### config.mk
export PLATFORM = sky130hd
export DESIGN_NAME = uint32_to_decimal_ascii
export DESIGN_NICKNAME = d
export VERILOG_FILES = /design/src/rtl/u2d_pkg.sv /design/src/rtl/u2d_front.sv /design/src/rtl/u2d_queue.sv /design/src/rtl/u2d_back.sv /design/src/rtl/uint32_to_decimal_ascii.sv
export SDC_FILE = /design/constraint.sdc
export NUM_CORES = 1
export LEC_CHECK = 0
export BUFFER_PORTS_ARGS = -buffer_cell sky130_fd_sc_hd__buf_2
export CORE_MARGIN = 2
export CORE_UTILIZATION = 56
export CTS_BUF_LIST = sky130_fd_sc_hd__clkbuf_2
export CTS_CLUSTER_SIZE = 10
export DETAILED_ROUTE_END_ITERATION = 16
export GPL_ROUTABILITY_DRIVEN = 1
export PLACE_DENSITY_LB_ADDON = 0.08
export SLEW_MARGIN = 5
export SYNTH_ARGS = -nofsm -noshare
export SYNTH_HDL_FRONTEND = slang
export SYNTH_SLANG_ARGS = --single-unit
### constraint.sdc
create_clock -name clk -period 7.69 [get_ports clk]
set_input_delay 1.538 -clock clk [delete_from_list [all_inputs] [get_ports clk]]
set_output_delay 1.538 -clock clk [all_outputs]
set_load 0.01 [all_outputs]
### src/rtl/u2d_pkg.sv
// Shared types, constants and helper functions for the decimal ASCII converter.
package u2d_pkg;

    localparam int VALUE_W       = 32;
    localparam int DIGITS        = 10;
    localparam int BCD_W         = 4 * DIGITS;
    localparam int COUNT_W       = 4;
    localparam int CHAR_W        = 6;
    localparam int BITS_PER_STEP = 4;
    localparam int STEPS         = VALUE_W / BITS_PER_STEP;
    localparam int STEP_W        = $clog2(STEPS);
    localparam int DIGIT_IDX_W   = $clog2(DIGITS);
    localparam int QUEUE_DEPTH   = 2;

    localparam logic [CHAR_W-1:0] ASCII_ZERO = 6'd48;

    typedef enum logic [1:0] {
        FRONT_IDLE,
        FRONT_CONV,
        FRONT_DONE
    } front_state_t;

    // One converted value: packed BCD digits, least significant digit in the low nibble.
    typedef struct packed {
        logic [BCD_W-1:0]   bcd;
        logic [COUNT_W-1:0] count;
    } conv_t;

    // One double dabble step: correct every digit of five or more, then shift one bit in.
    function automatic logic [BCD_W-1:0] bcd_shift(input logic [BCD_W-1:0] bcd,
                                                   input logic             bit_in);
        logic [BCD_W-1:0] adj;
        adj = bcd;
        for (int i = 0; i < DIGITS; i++) begin
            if (bcd[4*i +: 4] >= 4'd5) begin
                adj[4*i +: 4] = bcd[4*i +: 4] + 4'd3;
            end
        end
        return {adj[BCD_W-2:0], bit_in};
    endfunction

    // Number of significant digits, at least one.
    function automatic logic [COUNT_W-1:0] digit_count_of(input logic [BCD_W-1:0] bcd);
        logic [COUNT_W-1:0] cnt;
        cnt = 4'd1;
        for (int i = 0; i < DIGITS; i++) begin
            if (bcd[4*i +: 4] != 4'd0) begin
                cnt = COUNT_W'(i + 1);
            end
        end
        return cnt;
    endfunction

endpackage

### src/rtl/u2d_front.sv
// Front end: accepts a value and converts it to BCD, four bits per cycle.
module u2d_front
(
    input  logic                               clk,
    input  logic                               rst_n,
    input  logic                               in_valid,
    output logic                               in_ready,
    input  logic [u2d_pkg::VALUE_W-1:0]        value,
    output logic                               push_valid,
    input  logic                               push_ready,
    output u2d_pkg::conv_t                     push_data
);

    u2d_pkg::front_state_t             state_reg, state_next;
    logic [u2d_pkg::STEP_W-1:0]        step_reg, step_next;
    logic [u2d_pkg::VALUE_W-1:0]       value_reg, value_next;
    logic [u2d_pkg::BCD_W-1:0]         bcd_reg, bcd_next;
    logic [u2d_pkg::BCD_W-1:0]         bcd_step;

    always_ff @(posedge clk or negedge rst_n)
    begin
        if (!rst_n)
        begin
            state_reg <= u2d_pkg::FRONT_IDLE;
            step_reg  <= '0;
        end
        else
        begin
            state_reg <= state_next;
            step_reg  <= step_next;
        end
    end

    always_ff @(posedge clk)
    begin
        value_reg <= value_next;
        bcd_reg   <= bcd_next;
    end

    // Four dependent shift-and-correct steps, taking the top bits of the value first.
    always_comb
    begin
        bcd_step = bcd_reg;
        for (int b = 0; b < u2d_pkg::BITS_PER_STEP; b++) begin
            bcd_step = u2d_pkg::bcd_shift(bcd_step, value_reg[u2d_pkg::VALUE_W-1-b]);
        end
    end

    always_comb
    begin
        state_next      = state_reg;
        step_next       = step_reg;
        value_next      = value_reg;
        bcd_next        = bcd_reg;
        in_ready        = 1'b0;
        push_valid      = 1'b0;
        push_data.bcd   = bcd_reg;
        push_data.count = u2d_pkg::digit_count_of(bcd_reg);
        unique case (state_reg)
            u2d_pkg::FRONT_IDLE:
            begin
                in_ready = 1'b1;
                if (in_valid)
                begin
                    value_next = value;
                    bcd_next   = '0;
                    step_next  = '0;
                    state_next = u2d_pkg::FRONT_CONV;
                end
            end
            u2d_pkg::FRONT_CONV:
            begin
                bcd_next   = bcd_step;
                value_next = value_reg << u2d_pkg::BITS_PER_STEP;
                step_next  = step_reg + 1'b1;
                if (step_reg == u2d_pkg::STEP_W'(u2d_pkg::STEPS - 1))
                begin
                    state_next = u2d_pkg::FRONT_DONE;
                end
            end
            u2d_pkg::FRONT_DONE:
            begin
                push_valid = 1'b1;
                if (push_ready)
                begin
                    state_next = u2d_pkg::FRONT_IDLE;
                end
            end
            default:
            begin
                state_next = u2d_pkg::FRONT_IDLE;
            end
        endcase
    end

endmodule

### src/rtl/u2d_queue.sv
// Small queue of converted values between the front and back ends.
module u2d_queue
#(
    parameter int DEPTH = u2d_pkg::QUEUE_DEPTH
)
(
    input  logic            clk,
    input  logic            rst_n,
    input  logic            push_valid,
    output logic            push_ready,
    input  u2d_pkg::conv_t  push_data,
    output logic            pop_valid,
    input  logic            pop_ready,
    output u2d_pkg::conv_t  pop_data
);

    localparam int PTR_W = (DEPTH > 1) ? $clog2(DEPTH) : 1;
    localparam int CNT_W = $clog2(DEPTH + 1);

    u2d_pkg::conv_t    mem [DEPTH];
    logic [PTR_W-1:0]  wr_ptr_reg, wr_ptr_next;
    logic [PTR_W-1:0]  rd_ptr_reg, rd_ptr_next;
    logic [CNT_W-1:0]  fill_reg, fill_next;
    logic              do_push, do_pop;

    assign push_ready = (fill_reg != CNT_W'(DEPTH));
    assign pop_valid  = (fill_reg != '0);
    assign pop_data   = mem[rd_ptr_reg];
    assign do_push    = push_valid && push_ready;
    assign do_pop     = pop_valid && pop_ready;

    always_comb
    begin
        wr_ptr_next = wr_ptr_reg;
        rd_ptr_next = rd_ptr_reg;
        fill_next   = fill_reg;
        if (do_push)
        begin
            wr_ptr_next = (wr_ptr_reg == PTR_W'(DEPTH - 1)) ? '0 : wr_ptr_reg + 1'b1;
        end
        if (do_pop)
        begin
            rd_ptr_next = (rd_ptr_reg == PTR_W'(DEPTH - 1)) ? '0 : rd_ptr_reg + 1'b1;
        end
        if (do_push && !do_pop)
        begin
            fill_next = fill_reg + 1'b1;
        end
        else if (do_pop && !do_push)
        begin
            fill_next = fill_reg - 1'b1;
        end
    end

    always_ff @(posedge clk or negedge rst_n)
    begin
        if (!rst_n)
        begin
            wr_ptr_reg <= '0;
            rd_ptr_reg <= '0;
            fill_reg   <= '0;
        end
        else
        begin
            wr_ptr_reg <= wr_ptr_next;
            rd_ptr_reg <= rd_ptr_next;
            fill_reg   <= fill_next;
        end
    end

    always_ff @(posedge clk)
    begin
        if (do_push)
        begin
            mem[wr_ptr_reg] <= push_data;
        end
    end

endmodule

### src/rtl/u2d_back.sv
// Back end: emits the digits of one converted value, most significant first.
module u2d_back
(
    input  logic                                clk,
    input  logic                                rst_n,
    input  logic                                pop_valid,
    output logic                                pop_ready,
    input  u2d_pkg::conv_t                      pop_data,
    output logic                                out_valid,
    input  logic                                out_ready,
    output logic [u2d_pkg::CHAR_W-1:0]          ascii_char,
    output logic [u2d_pkg::COUNT_W-1:0]         digit_count,
    output logic                                last_char
);

    logic                              busy_reg, busy_next;
    logic [u2d_pkg::DIGIT_IDX_W-1:0]   idx_reg, idx_next;
    logic [u2d_pkg::BCD_W-1:0]         bcd_reg, bcd_next;
    logic [u2d_pkg::COUNT_W-1:0]       count_reg, count_next;
    logic [3:0]                        digit;
    logic                              out_done;

    assign digit       = bcd_reg[4*idx_reg +: 4];
    assign out_valid   = busy_reg;
    assign ascii_char  = u2d_pkg::ASCII_ZERO + u2d_pkg::CHAR_W'(digit);
    assign digit_count = count_reg;
    assign last_char   = (idx_reg == '0);
    assign out_done    = out_valid && out_ready;

    // A new value is taken as soon as the last digit of the current one leaves.
    assign pop_ready = !busy_reg || (out_done && last_char);

    always_comb
    begin
        busy_next  = busy_reg;
        idx_next   = idx_reg;
        bcd_next   = bcd_reg;
        count_next = count_reg;
        if (out_done && !last_char)
        begin
            idx_next = idx_reg - 1'b1;
        end
        if (pop_ready)
        begin
            busy_next = pop_valid;
            if (pop_valid)
            begin
                bcd_next   = pop_data.bcd;
                count_next = pop_data.count;
                idx_next   = u2d_pkg::DIGIT_IDX_W'(pop_data.count - 1'b1);
            end
        end
    end

    always_ff @(posedge clk or negedge rst_n)
    begin
        if (!rst_n)
        begin
            busy_reg <= 1'b0;
            idx_reg  <= '0;
        end
        else
        begin
            busy_reg <= busy_next;
            idx_reg  <= idx_next;
        end
    end

    always_ff @(posedge clk)
    begin
        bcd_reg   <= bcd_next;
        count_reg <= count_next;
    end

    a_idx_in_range: assert property (@(posedge clk) disable iff (!rst_n)
        busy_reg |-> (u2d_pkg::COUNT_W'(idx_reg) < count_reg))
        else $error("digit index beyond digit count");

    a_digit_decimal: assert property (@(posedge clk) disable iff (!rst_n)
        busy_reg |-> (digit <= 4'd9))
        else $error("emitted digit is not decimal");

    a_pop_loads: assert property (@(posedge clk) disable iff (!rst_n)
        (pop_valid && pop_ready) |=> (busy_reg && u2d_pkg::COUNT_W'(idx_reg) == count_reg - 1'b1))
        else $error("new value not loaded at its top digit");

endmodule

### src/rtl/uint32_to_decimal_ascii.sv
// Top level: 32-bit unsigned to decimal ASCII characters, most significant digit first.
// Path: a value passes through 8 BCD steps of four bits in the front end, a push into the
// queue and a load into the back end before its first character is output.
// Throughput: one character per cycle in the back end while out_ready is high; a value holds
// the back end until its last digit leaves, and the front end takes no new value until the current one is pushed.
// Reset: rst_n clears all control state asynchronously; no clearing pass is needed.
module uint32_to_decimal_ascii
#(
    parameter int QUEUE_DEPTH = u2d_pkg::QUEUE_DEPTH
)
(
    input  logic                                clk,
    input  logic                                rst_n,
    input  logic                                in_valid,
    output logic                                in_ready,
    input  logic [u2d_pkg::VALUE_W-1:0]         value,
    output logic                                out_valid,
    input  logic                                out_ready,
    output logic [u2d_pkg::CHAR_W-1:0]          ascii_char,
    output logic [u2d_pkg::COUNT_W-1:0]         digit_count,
    output logic                                last_char
);

    logic            push_valid, push_ready;
    logic            pop_valid, pop_ready;
    u2d_pkg::conv_t  push_data, pop_data;

    u2d_front u_front
    (
        .clk        (clk),
        .rst_n      (rst_n),
        .in_valid   (in_valid),
        .in_ready   (in_ready),
        .value      (value),
        .push_valid (push_valid),
        .push_ready (push_ready),
        .push_data  (push_data)
    );

    u2d_queue #(.DEPTH(QUEUE_DEPTH)) u_queue
    (
        .clk        (clk),
        .rst_n      (rst_n),
        .push_valid (push_valid),
        .push_ready (push_ready),
        .push_data  (push_data),
        .pop_valid  (pop_valid),
        .pop_ready  (pop_ready),
        .pop_data   (pop_data)
    );

    u2d_back u_back
    (
        .clk         (clk),
        .rst_n       (rst_n),
        .pop_valid   (pop_valid),
        .pop_ready   (pop_ready),
        .pop_data    (pop_data),
        .out_valid   (out_valid),
        .out_ready   (out_ready),
        .ascii_char  (ascii_char),
        .digit_count (digit_count),
        .last_char   (last_char)
    );

endmodule
# Word level (Yosys, flattened, before mapping)

Memories as Yosys holds them, arrays and structs flattened.
Index checks and enable logic that the tools add are counted.

Add/sub/neg operators: 48
Order comparisons: 40
Equality and inequality tests: 7
Shift-type cells: 1
Mux-type cells: 70
Reductions and logical operators: 29

Operators by type and width:

| cell                                                                    | count |
|---|---|
| 4-bit 2-to-1 mux                                                        | 42 |
| 4-bit by 3-bit >= comparator with 1-bit output, second input constant   | 40 |
| 4-bit by 2-bit adder with 4-bit output, second input constant           | 36 |
| 40-bit one-hot mux with 2 select lines                                  | 1 |
| 32-bit one-hot mux with 2 select lines                                  | 1 |
| 40-bit 2-to-1 mux                                                       | 1 |
| 40-bit by 7-bit variable part select with 4-bit output                  | 1 |
| 4-bit nonzero test                                                      | 9 |
| 32-bit 2-to-1 mux                                                       | 1 |
| 3-bit 2-to-1 mux                                                        | 9 |
| 2-bit 2-to-1 mux                                                        | 7 |
| 3-bit by 2-bit adder with 3-bit output, second input constant           | 4 |
| 4-bit by 1-bit subtractor with 4-bit output, second input constant      | 2 |
| 1-bit logical AND                                                       | 7 |
| 5-bit by 5-bit adder with 6-bit output, first input constant            | 1 |
| 1-bit 2-to-1 mux                                                        | 6 |
| 2-bit one-hot mux with 3 select lines                                   | 1 |
| 3-bit one-hot mux with 2 select lines                                   | 1 |
| 2-bit nonzero test                                                      | 3 |
| 1-bit logical NOT                                                       | 4 |
| 4-bit logical NOT                                                       | 1 |
| 2-bit by 1-bit inequality test with 1-bit output, second input constant | 2 |
| 2-bit inequality test, second input constant                            | 2 |
| 2-bit AND reduction                                                     | 2 |
| other kinds (10)                                                        | 11 |

Flip-flop bits (word level): 130
RAM bits: 88
Output and inout port bits: 13
Logic and storage cells: 207
Memories kept: 1

Memories:

| name        | depth | width | read ports | clocked after memory_dff | wr ports | RTL line        | source |
|---|---|---|---|---|---|---|---|
| u_queue.mem | 2     | 44    | 1          | 0                        | 1        | u2d_queue.sv:20 | `u2d_pkg::conv_t mem [DEPTH];` |

# Depth between registers and ports, before layout

Gate-level depths: netlist (run 1).

Word-level depth: 10
Mapped depth: 19
Mapped depth without buffers: 19

# Cells and area by module

From an unflattened synthesis (run 1), not the netlist that was laid out.

Cell total of the unflattened synthesis: 1286
Area total of the unflattened synthesis: 13720.7 um2

Modules (own cells, without submodules):

| module    | times used | cells an instance | area an instance (um2) | sequential area each (um2) |
|---|---|---|---|---|
| u2d_front | 1          | 1007              | 8101.5                 | 2287.2 |
| u2d_queue | 1          | 155               | 3569.7                 | 2742.6 |
| u2d_back  | 1          | 124               | 2049.5                 | 1446.4 |

# Worst setup path before layout (run 1)

Ideal clock, no wire load.

Kind: register to register
Start point: reg u_back.idx_reg[0] (netlist bit)
End point: reg u_queue.fill_reg[1]
Data arrival time: 4.021 ns
Data required time: 7.611 ns
Path slack: 3.590 ns
Stages on the path, launching flop included: 14
Clock period less this slack: 4.100 ns
Path through: dfrtp_1 > clkbuf_1 > buf_1 > inv_1 > ha_1 > nor3b_1 > nand2_1 > a21oi_1 > buf_1 > inv_1 > ha_1 > xor2_1 > nor2_1 > xor2_1

Word-level cells in the longest chain between the ends: 7
Elaborated cells between the ends (all ways): 9
Those cells by class: mux: 1; reduce/logical: 8

RTL lines:

| item                                                   | RTL line                      | source |
|---|---|---|
| start: declaration                                     | u2d_back.sv:17                | `logic [u2d_pkg::DIGIT_IDX_W-1:0] idx_reg, idx_next;` |
| start signal: assignment                               | u2d_back.sv:65                | `idx_reg <= idx_next;` |
| 4-bit logical NOT (*)                                  | u2d_back.sv:27                | `assign last_char = (idx_reg == '0);` |
| net last_char                                          | uint32_to_decimal_ascii.sv:21 | `output logic last_char` |
| 1-bit logical AND (*)                                  | u2d_back.sv:31                | `assign pop_ready = !busy_reg \|\| (out_done && last_char);` |
| 1-bit logical OR (*)                                   | u2d_back.sv:31                |  |
| 1-bit logical AND (*)                                  | u2d_queue.sv:30               | `assign do_pop = pop_valid && pop_ready;` |
| net u_queue.do_pop                                     | u2d_queue.sv:24               | `logic do_push, do_pop;` |
| 1-bit logical NOT                                      | u2d_queue.sv:45               | `if (do_push && !do_pop)` |
| 1-bit logical AND                                      | u2d_queue.sv:45               |  |
| 2-bit 2-to-1 mux or 2-bit nonzero test (tied branches) | n/a                           |  |
| end signal: assignment                                 | u2d_queue.sv:67               | `fill_reg <= fill_next;` |
| end: declaration                                       | u2d_queue.sv:23               | `logic [CNT_W-1:0] fill_reg, fill_next;` |

Mark *: on every way through the listed nets, which the timed path passes. The rest lies on a longest branch.
A chain may end at the register's enable or synchronous reset.

# Final worst setup path (run 1)

Start point: reg u_back.idx_reg[0] (netlist bit)
End point: out ascii_char[3] (netlist bit)

Word-level cells in the longest chain between the ends: 2

RTL lines:

| item                                                   | RTL line                      | source |
|---|---|---|
| 40-bit by 7-bit variable part select with 4-bit output | u2d_back.sv:23                | `assign digit = bcd_reg[4*idx_reg +: 4];` |
| 5-bit by 5-bit adder with 6-bit output                 | u2d_back.sv:25                | `assign ascii_char = u2d_pkg::ASCII_ZERO + u2d_pkg::CHAR_W'(digit);` |
| end: declaration                                       | uint32_to_decimal_ascii.sv:19 | `output logic [u2d_pkg::CHAR_W-1:0] ascii_char,` |

Every way passes these cells.

==> metrics, run 1 <==
Seq cells post-synth 218; post-synthesis sequential area ratio 0.510; final RePlAce weighted congestion 0.811; drt pass-1 iters 5; 1st-iter DRT viols 570; post-synthesis mux area share 0.0900; Num CTS Buffers 55; clk_lat worst skew 0.79 ns; H-tree Lvls 2; clk sinks 218; synth top area cells edfxtp_1 48%, mux2_2 4.7%, ha_1 4.4%, nand2_1 3.9%, a21oi_1 3.2%; TritonCTS clock tree done; relative slew slack 0.438; final-report hold violation count 0; DR vias/cell 5.71; most common cell in the netlist edfxtp_1; layout net count 1,268; Initial Utilization 0.566; largest net degree at the start of global routing 67; nature of the critical path endpoint output pin; Synth-to-Final Area Change 7.83%; status completed; antenna violations before repair 1; Clock Path Buffers 3; Final setup viols 0; crit-path max FO 15; final WL 23,800 um; hold slack 0.485 ns; area leader, netlist edfxtp_1; adder-cell share of the synthesized area 0.0444; die footprint 0.0239 sq mm; GRT Util Overall 0.202; commonest cells in the netlist 204 x edfxtp_1, 133 x nand2_1, 81 x a21oi_1; XOR/XNOR share of the synthesized area 0.0314; ANT nets after route 0; crit path kind reg -> out; worst-margin pin slew 0.842 ns; fin crit period 4.31 ns; share of post-route cells with drive strength above 1 0.244; Worst-path clk slew 0.11 ns; CP Launch Type flip-flop; Root Driver clkbuf_2; Syn Inst Count 1,112; Final HPWL DP 15,800 um; Max Freq 0.232 GHz; Via Count 8,641; Yosys cell types 86; DRC 0; post-synthesis simple-gate area fraction 0.112; # rows 55; largest family of logic cells by synthesized area compound AO/OA/AOI/OAI gates; total grt overflow 0; max-slew violation count 0; Yosys top cell area share 0.483; CP required 6.15 ns; Compound-Gate Fraction of Synth Area 0.182; I/O Buffers 46; cts hold-fix bufs 0; Fin Clk Skew 0.0390 ns; die height 155 um; Synth Cell Area 0.0127 sq mm; Finished Layout Cells 1,512; ys async rst share 0.0642; Avg WL per Cell 15.7 um; Max-Cap Viols 0; I/O pin cnt 49; Die Wd 155 um; Setup Buffers After CTS 0; vias in the first global route 8,113; core area 0.0224 sq mm; synthesized area per cell 11.4 sq um; final worst-path cycle share 0.561; # fillers 1,876; post-route design area 0.0137 sq mm; Yosys warnings 0; placed cell count 1,415; arrival time worst endpoint 2.77 ns; CTS resizes 0; first-pass GRT wire length 39,300 um; Setup TNS 0 ns; Post-DP Area 0.0132 sq mm; top_reg_cell synth edfxtp_1; max reg flops 88; RSZ-0062 raised after global routing false; Post-synth EDFFs 204; type of the tightest min-delay check reg -> reg
==> stage by stage <==
stage	utilization	worst slack (ns)
final	0.610	3.38
after floorplan	-	3.59
after global routing	0.610	3.16
after global placement	0.589	4.06
after detailed placement	0.589	3.94
after CTS	0.610	3.26
==> routing by layer <==
| metal | up-vias | share of wire | GRT usage |
|---|---|---|---|
| met4 | 0 | 0.015 | 0.0569 |
| met5 | - | 0 | 0 |
| li1 | 4383 | - | - |
| met3 | 35 | 0.048 | 0.0367 |
| met2 | 191 | 0.45 | 0.315 |
| met1 | 4032 | 0.49 | 0.292 |
==> cells by family after synthesis <==
group	count (synthesis)
xor gates and xnor gates	36
muxes	94
DFF	218
and+or+nand+nor	292
adders and majority gates	45
AOI/OAI and AO/OA	328
other	1
buffers and inverters	98
==> critical path: stages (launching register included) <==
cell     delay [ns]
dfrtp_1        0.91
mux4_2         0.62
mux2i_1        0.18
o22ai_1        0.12
buf_2          0.16
==> cell type report <==
| class | instances | area (sq um) | share of cell area |
|---|---|---|---|
| diodes | 1 | 2.50 | 0.000183 |
| repair buffers | 53 | 283 | 0.0207 |
| clock inverters | 17 | 65.1 | 0.00475 |
| flip-flops and latches | 218 | 6480 | 0.473 |
| well taps | 285 | 357 | 0.0261 |
| inverters | 62 | 235 | 0.0172 |
| multi-input cells | 797 | 5870 | 0.429 |
| clock buffers | 79 | 395 | 0.0289 |
==> worst paths after layout <==
kind / start / end / slack (ns) / depth (start not counted)
min in group asynchronous: rst_n / u_back.idx_reg[0] / 0.62 / 1
max in group asynchronous: rst_n / u_queue.rd_ptr_reg / 6.80 / 1
worst min register to register: u_front.bcd_reg[25] / u_queue.mem[0][29] / 0.48 / 0
worst min-delay path: u_front.bcd_reg[25] / u_queue.mem[0][29] / 0.48 / 0
worst max-delay path: u_back.idx_reg[0] / ascii_char[3] / 3.38 / 4
worst max register to register: u_front.bcd_reg[32] / u_front.bcd_reg[38] / 3.89 / 19
==> cells in the final DEF, fill, tap and decap left out, types with 22 or more instances in the layout <==
master / Yosys / routed
o21ai_1: 24 / 24
buf_2: 1 / 46
a211oi_1: 29 / 29
edfxtp_1: 204 / 204
ha_1: 45 / 45
clkbuf_2: 0 / 79
mux2_2: 53 / 53
a21oi_1: 81 / 80
mux2i_1: 28 / 28
nor2_1: 43 / 43
o21ai_0: 35 / 35
nand2_1: 133 / 133
nor3b_1: 22 / 22
inv_1: 45 / 44
Power of run 1 is left out: the tool's default activity adds up to more than one toggle a clock period on the data nets, which glitch-free logic cannot reach.
==> run 2, diff against run 1 <==
==> constraint.sdc (replaced) <==
create_clock -name clk -period 3.8 [get_ports clk]
set_input_delay 0.76 -clock clk [delete_from_list [all_inputs] [get_ports clk]]
set_output_delay 0.76 -clock clk [all_outputs]
set_load 0.01 [all_outputs]
==> run 2 against run 1 <==
Clock skew up 0.044 ns. Non-clock buffer count rose by 32. Sequential share of layout area decreased by 1.3 points. Design area grew 2.9%. Core utilization grew 1.8 points. Routed wire length is 3.7% higher. First-iteration DRC count shrank 8.1%. Global-route usage rose by 0.54 points. Critical path depth up 11. Setup slack worse by 3.1 ns. Worst hold slack lost 0.27 ns. Critical path type is now reg -> reg.
==> metrics, run 2 (synthesis results as in run 1) <==
Die Wd 155 um; DRC 0; vias in the first global route 8,425; I/O Buffers 46; Clock Path Buffers 3; Avg WL per Cell 15.9 um; CP Launch Type flip-flop; Final setup viols 0; Finished Layout Cells 1,547; GRT Util Overall 0.207; instance count on the critical path 15; clk sinks 218; Num CTS Buffers 54; final worst-path cycle share 0.939; CP bufs+invs 3; 1st-iter DRT viols 524; status completed; Fin Clk Skew 0.0830 ns; H-tree Lvls 2; arrival time worst endpoint 4.02 ns; crit-path max cell delay 0.45 ns; crit-path cells inv_1, ha_2, nand2b_2, a21oi_4, xnor2_2, clkinv_2, ha_1, o21ai_0, a31oi_1, inv_2, ha_1, o21ai_0, a31oi_2, a211oi_1, a211oi_1; antenna violations before repair 1; first-pass GRT wire length 40,700 um; DR vias/cell 5.74; max reg flops 88; Root Driver clkbuf_2; placed cell count 1,427; total grt overflow 0; Final HPWL DP 16,400 um; crit path kind reg -> reg; Worst-path clk slew 0.10 ns; final-report hold violation count 0; layout net count 1,299; Max-Cap Viols 0; core area 0.0224 sq mm; CP max-delay cell edfxtp_1; clk_lat worst skew 0.81 ns; share of post-route cells with drive strength above 1 0.279; type of the tightest min-delay check in -> reg; hold path cells 3; die footprint 0.0239 sq mm; most common cell after layout, fill and taps aside edfxtp_1; R2R depth 15; Setup TNS 0 ns; final RePlAce weighted congestion 0.823; worst-margin pin slew 0.869 ns; hold slack 0.218 ns; TritonCTS clock tree done; nature of the critical path endpoint flip-flop; RSZ-0062 raised after global routing true; # rows 55; drt pass-1 iters 5; relative slew slack 0.420; die height 155 um; largest net degree at the start of global routing 54; fin crit period 3.57 ns; final WL 24,600 um; most frequent cells in the layout 204 x edfxtp_1, 133 x nand2_1, 78 x a21oi_1; Synth-to-Final Area Change 11.0%; ANT nets after route 0; Via Count 8,874; Initial Utilization 0.566; Max Freq 0.280 GHz; CP required 4.25 ns; max-slew violation count 0; I/O pin cnt 49; crit-path max FO 6; cell family with most CP delay compound AO/OA/AOI/OAI gates
run 2: changes by cell type in the layout (fill, tap and decap cells not counted), moves of 3 or more:
cell,before,now
ha_2,0,6
clkbuf_2,79,76
ha_1,45,39
a31oi_1,21,18
buf_4,7,37
run 2: metal layers:
layer | wire length [um] | GRT usage | up-vias | share of wire
met5 | 0 | 0 | - | 0
met4 | 361 | 0.0573 | 0 | 0.015
met3 | 1030 | 0.0364 | 34 | 0.042
met2 | 11200 | 0.328 | 177 | 0.46
met1 | 12000 | 0.297 | 4217 | 0.49
li1 | - | - | 4446 | -
run 2: worst paths after layout:
check                               startpoint              endpoint  slack, ns
setup / recovery           u_front.bcd_reg[17]   u_front.bcd_reg[17]       0.23
hold / removal                        value[6]  u_front.value_reg[6]       0.22
setup reg to reg           u_front.bcd_reg[17]   u_front.bcd_reg[17]       0.23
hold reg to reg            u_front.bcd_reg[17]    u_queue.mem[1][21]       0.48
max in group asynchronous                rst_n     u_back.idx_reg[0]       3.14
min in group asynchronous                rst_n      u_back.out_valid       0.37
run 2: worst register-to-register path, cell delays in order, from the launching register on:
cell and delay [ns]:
edfxtp_1 0.45, inv_1 0.19, ha_2 0.28, nand2b_2 0.10, a21oi_4 0.25, xnor2_2 0.13
clkinv_2 0.12, ha_1 0.17, o21ai_0 0.08, a31oi_1 0.33, inv_2 0.11, ha_1 0.22
o21ai_0 0.23, a31oi_2 0.18, a211oi_1 0.35, a211oi_1 0.09
run 2: cell type report:
type | instances | area [sq um]
Antenna cell | 1 | 2.50
Clock buffer | 76 | 380
Tap cell | 285 | 357
Fill cell | 1791 | 8350
Sequential cell | 218 | 6480
Timing Repair Buffer | 85 | 538
Multi-Input combinational cell | 797 | 5980
Inverter | 62 | 235
Clock inverter | 23 | 115
run 2: what timing repair did:
item                                    in CTS  in global routing
hold buffers                                 1                  0
gates resized for setup                      0                 25
hold endpoints to repair                    14                  0
setup buffers                                0                 19
endpoints found under the setup margin       0                 23
run 2: per-stage QoR:
stage | setup slack (ns) | utilization | instance area [sq um]
floorplan | 0.357 | - | 12700
global placement | 0.215 | 0.594 | 13300
detailed placement | 0.0690 | 0.594 | 13300
CTS | 0.0434 | 0.616 | 13800
global route | -0.0318 | 0.628 | 14100
finish | 0.230 | 0.628 | 14100
Power of run 2 is left out for the same reason.
==> run 3, diff against run 2 <==
==> constraint.sdc (replaced) <==
create_clock -name clk -period 2.9 [get_ports clk]
set_input_delay 0.58 -clock clk [delete_from_list [all_inputs] [get_ports clk]]
set_output_delay 0.58 -clock clk [all_outputs]
set_load 0.01 [all_outputs]
==> run 3 against run 2 <==
The run now ends with negative setup slack left. Routed wire length rose by 33%. Largest cell class is now multi-input gates. Critical path type unchanged. Core utilization rose by 19 points. Final cell count rose by 19%. Critical endpoint is now u_front.bcd_reg[30]. Setup slack got worse by 0.72 ns.
==> metrics, run 3 (synthesis results as in run 1) <==
status finished, violations left; failing checks negative setup slack; Final HPWL DP 18,700 um; hold slack 0.0650 ns; final WL 32,700 um; relative slew slack 0.420; first-pass GRT wire length 48,900 um; final-report hold violation count 0; worst setup margin -0.494 ns; Num CTS Buffers 55; I/O pin cnt 49; crit-path max cell delay 0.52 ns; layout net count 1,590; Fin Clk Skew 0.0620 ns; 1st-iter DRT viols 613; H-tree Lvls 2; Root Driver clkbuf_2; reg2reg start u_front.bcd_reg[28]; Avg WL per Cell 17.8 um; nature of the critical path endpoint flip-flop; Initial Utilization 0.566; # fillers 1,262; Via Count 10.4k; TritonCTS clock tree done; Max Freq 0.295 GHz; # rows 55; Post-DP Area 0.0154 sq mm; max reg flops 88; die height 155 um; CP max-delay cell edfxtp_1; share of post-route cells with drive strength above 1 0.536; antenna violations before repair 1; crit path launch u_front.bcd_reg[28]; most frequent cells in the layout 262 x buf_4, 204 x edfxtp_1, 130 x nand2_1; Final setup viols 37; I/O Buffers 46; Synth-to-Final Area Change 44.3%; Max-Cap Viols 0; core area 0.0224 sq mm; DRC 0; clk sinks 218; final worst-path cycle share 1.17; drt pass-1 iters 5; crit-path max FO 4; arrival time worst endpoint 3.94 ns; type of the tightest min-delay check in -> reg; Most Frequent Cell on Critical Path buf_4; Setup TNS -7.66 ns; Die Wd 155 um; total grt overflow 0; vias in the first global route 10.2k; crit path kind reg -> reg; crit-path cells ha_4, nand2b_4, a211oi_2, or2_4, ha_4, o21bai_4, a2111oi_4, nor2_2, inv_2, buf_4, buf_4, buf_4, a31o_4, a21boi_4, o32ai_4; fin crit period 3.39 ns; largest net degree at the start of global routing 47; Worst-path clk slew 0.11 ns; post-route design area 0.0183 sq mm; die footprint 0.0239 sq mm; Clock Path Buffers 3; most common cell after layout, fill and taps aside buf_4; DR vias/cell 5.68; CP required 3.45 ns; RSZ-0062 raised after global routing true; CP Launch Type flip-flop; max-slew violation count 0; ANT nets after route 0; final RePlAce weighted congestion 0.853; dpl ws -0.433 ns; worst-margin pin slew 0.870 ns; HP Start value[26]; GRT Util Overall 0.252; clk_lat worst skew 0.84 ns
==> run 3: cell count changes in the layout (fill, tap and decap cells not counted), moves of 18 or more <==
cell	change
a21oi_1	-35
a21oi_2	+18
buf_4	+225
buf_6	+28
dlygate4sd3_1	+28
ha_1	-34
ha_4	+27
inv_1	-23
inv_2	+20
==> run 3: worst max-delay path, delay by kind of cell, from the launching register on <==
family,cells,cell delay (ns)
compound gates,6,1.20
fa+ha+maj,2,0.39
buf+inv,4,0.47
flops,1,0.52
simple gates,3,0.58
==> run 3: worst paths after layout <==
kind | endpoint | slack, ns | depth (start not counted)
max | u_front.bcd_reg[30] | -0.49 | 15
min | u_front.value_reg[26] | 0.06 | 3
max reg2reg | u_front.bcd_reg[30] | -0.49 | 15
min reg2reg | u_queue.fill_reg[1] | 0.50 | 1
max in group asynchronous | u_queue.rd_ptr_reg | 2.43 | 2
min in group asynchronous | u_back.idx_reg[2] | 0.18 | 2
==> run 3: routing by layer <==
| metal | share of wire | track usage |
|---|---|---|
| met5 | 0 | 0 |
| met3 | 0.039 | 0.0339 |
| met4 | 0.019 | 0.0688 |
| met2 | 0.51 | 0.439 |
| met1 | 0.43 | 0.333 |
==> run 3: stage by stage <==
| step | cells | util |
|---|---|---|
| 6_report | 1837 | 0.816 |
| 5_1_grt | 1837 | 0.816 |
| 4_1_cts | 1797 | 0.774 |
| 3_5_place_dp | 1620 | 0.688 |
| 3_3_place_gp | 1620 | 0.688 |
| 2_1_floorplan | 1113 | - |
==> run 3: final cells by class <==
cell class / count / area, sq um / area share
inverter: 62 / 244 / 0.0133
clock buffer: 74 / 370 / 0.0202
tap: 285 / 357 / 0.0195
antenna: 1 / 2.50 / 0.000137
sequential: 218 / 6480 / 0.354
clock inverter: 25 / 126 / 0.00690
timing repair buffer: 375 / 3000 / 0.164
multi-input combinational: 797 / 7720 / 0.422
==> run 3: what timing repair did <==
item	CTS	global route
hold buffers	29	0
setup buffers	50	42
resized for setup	147	120
setup endpoints to repair	38	41
pin swaps	77	82
hold endpoints to repair	42	0
Power of run 3 is left out for the same reason.
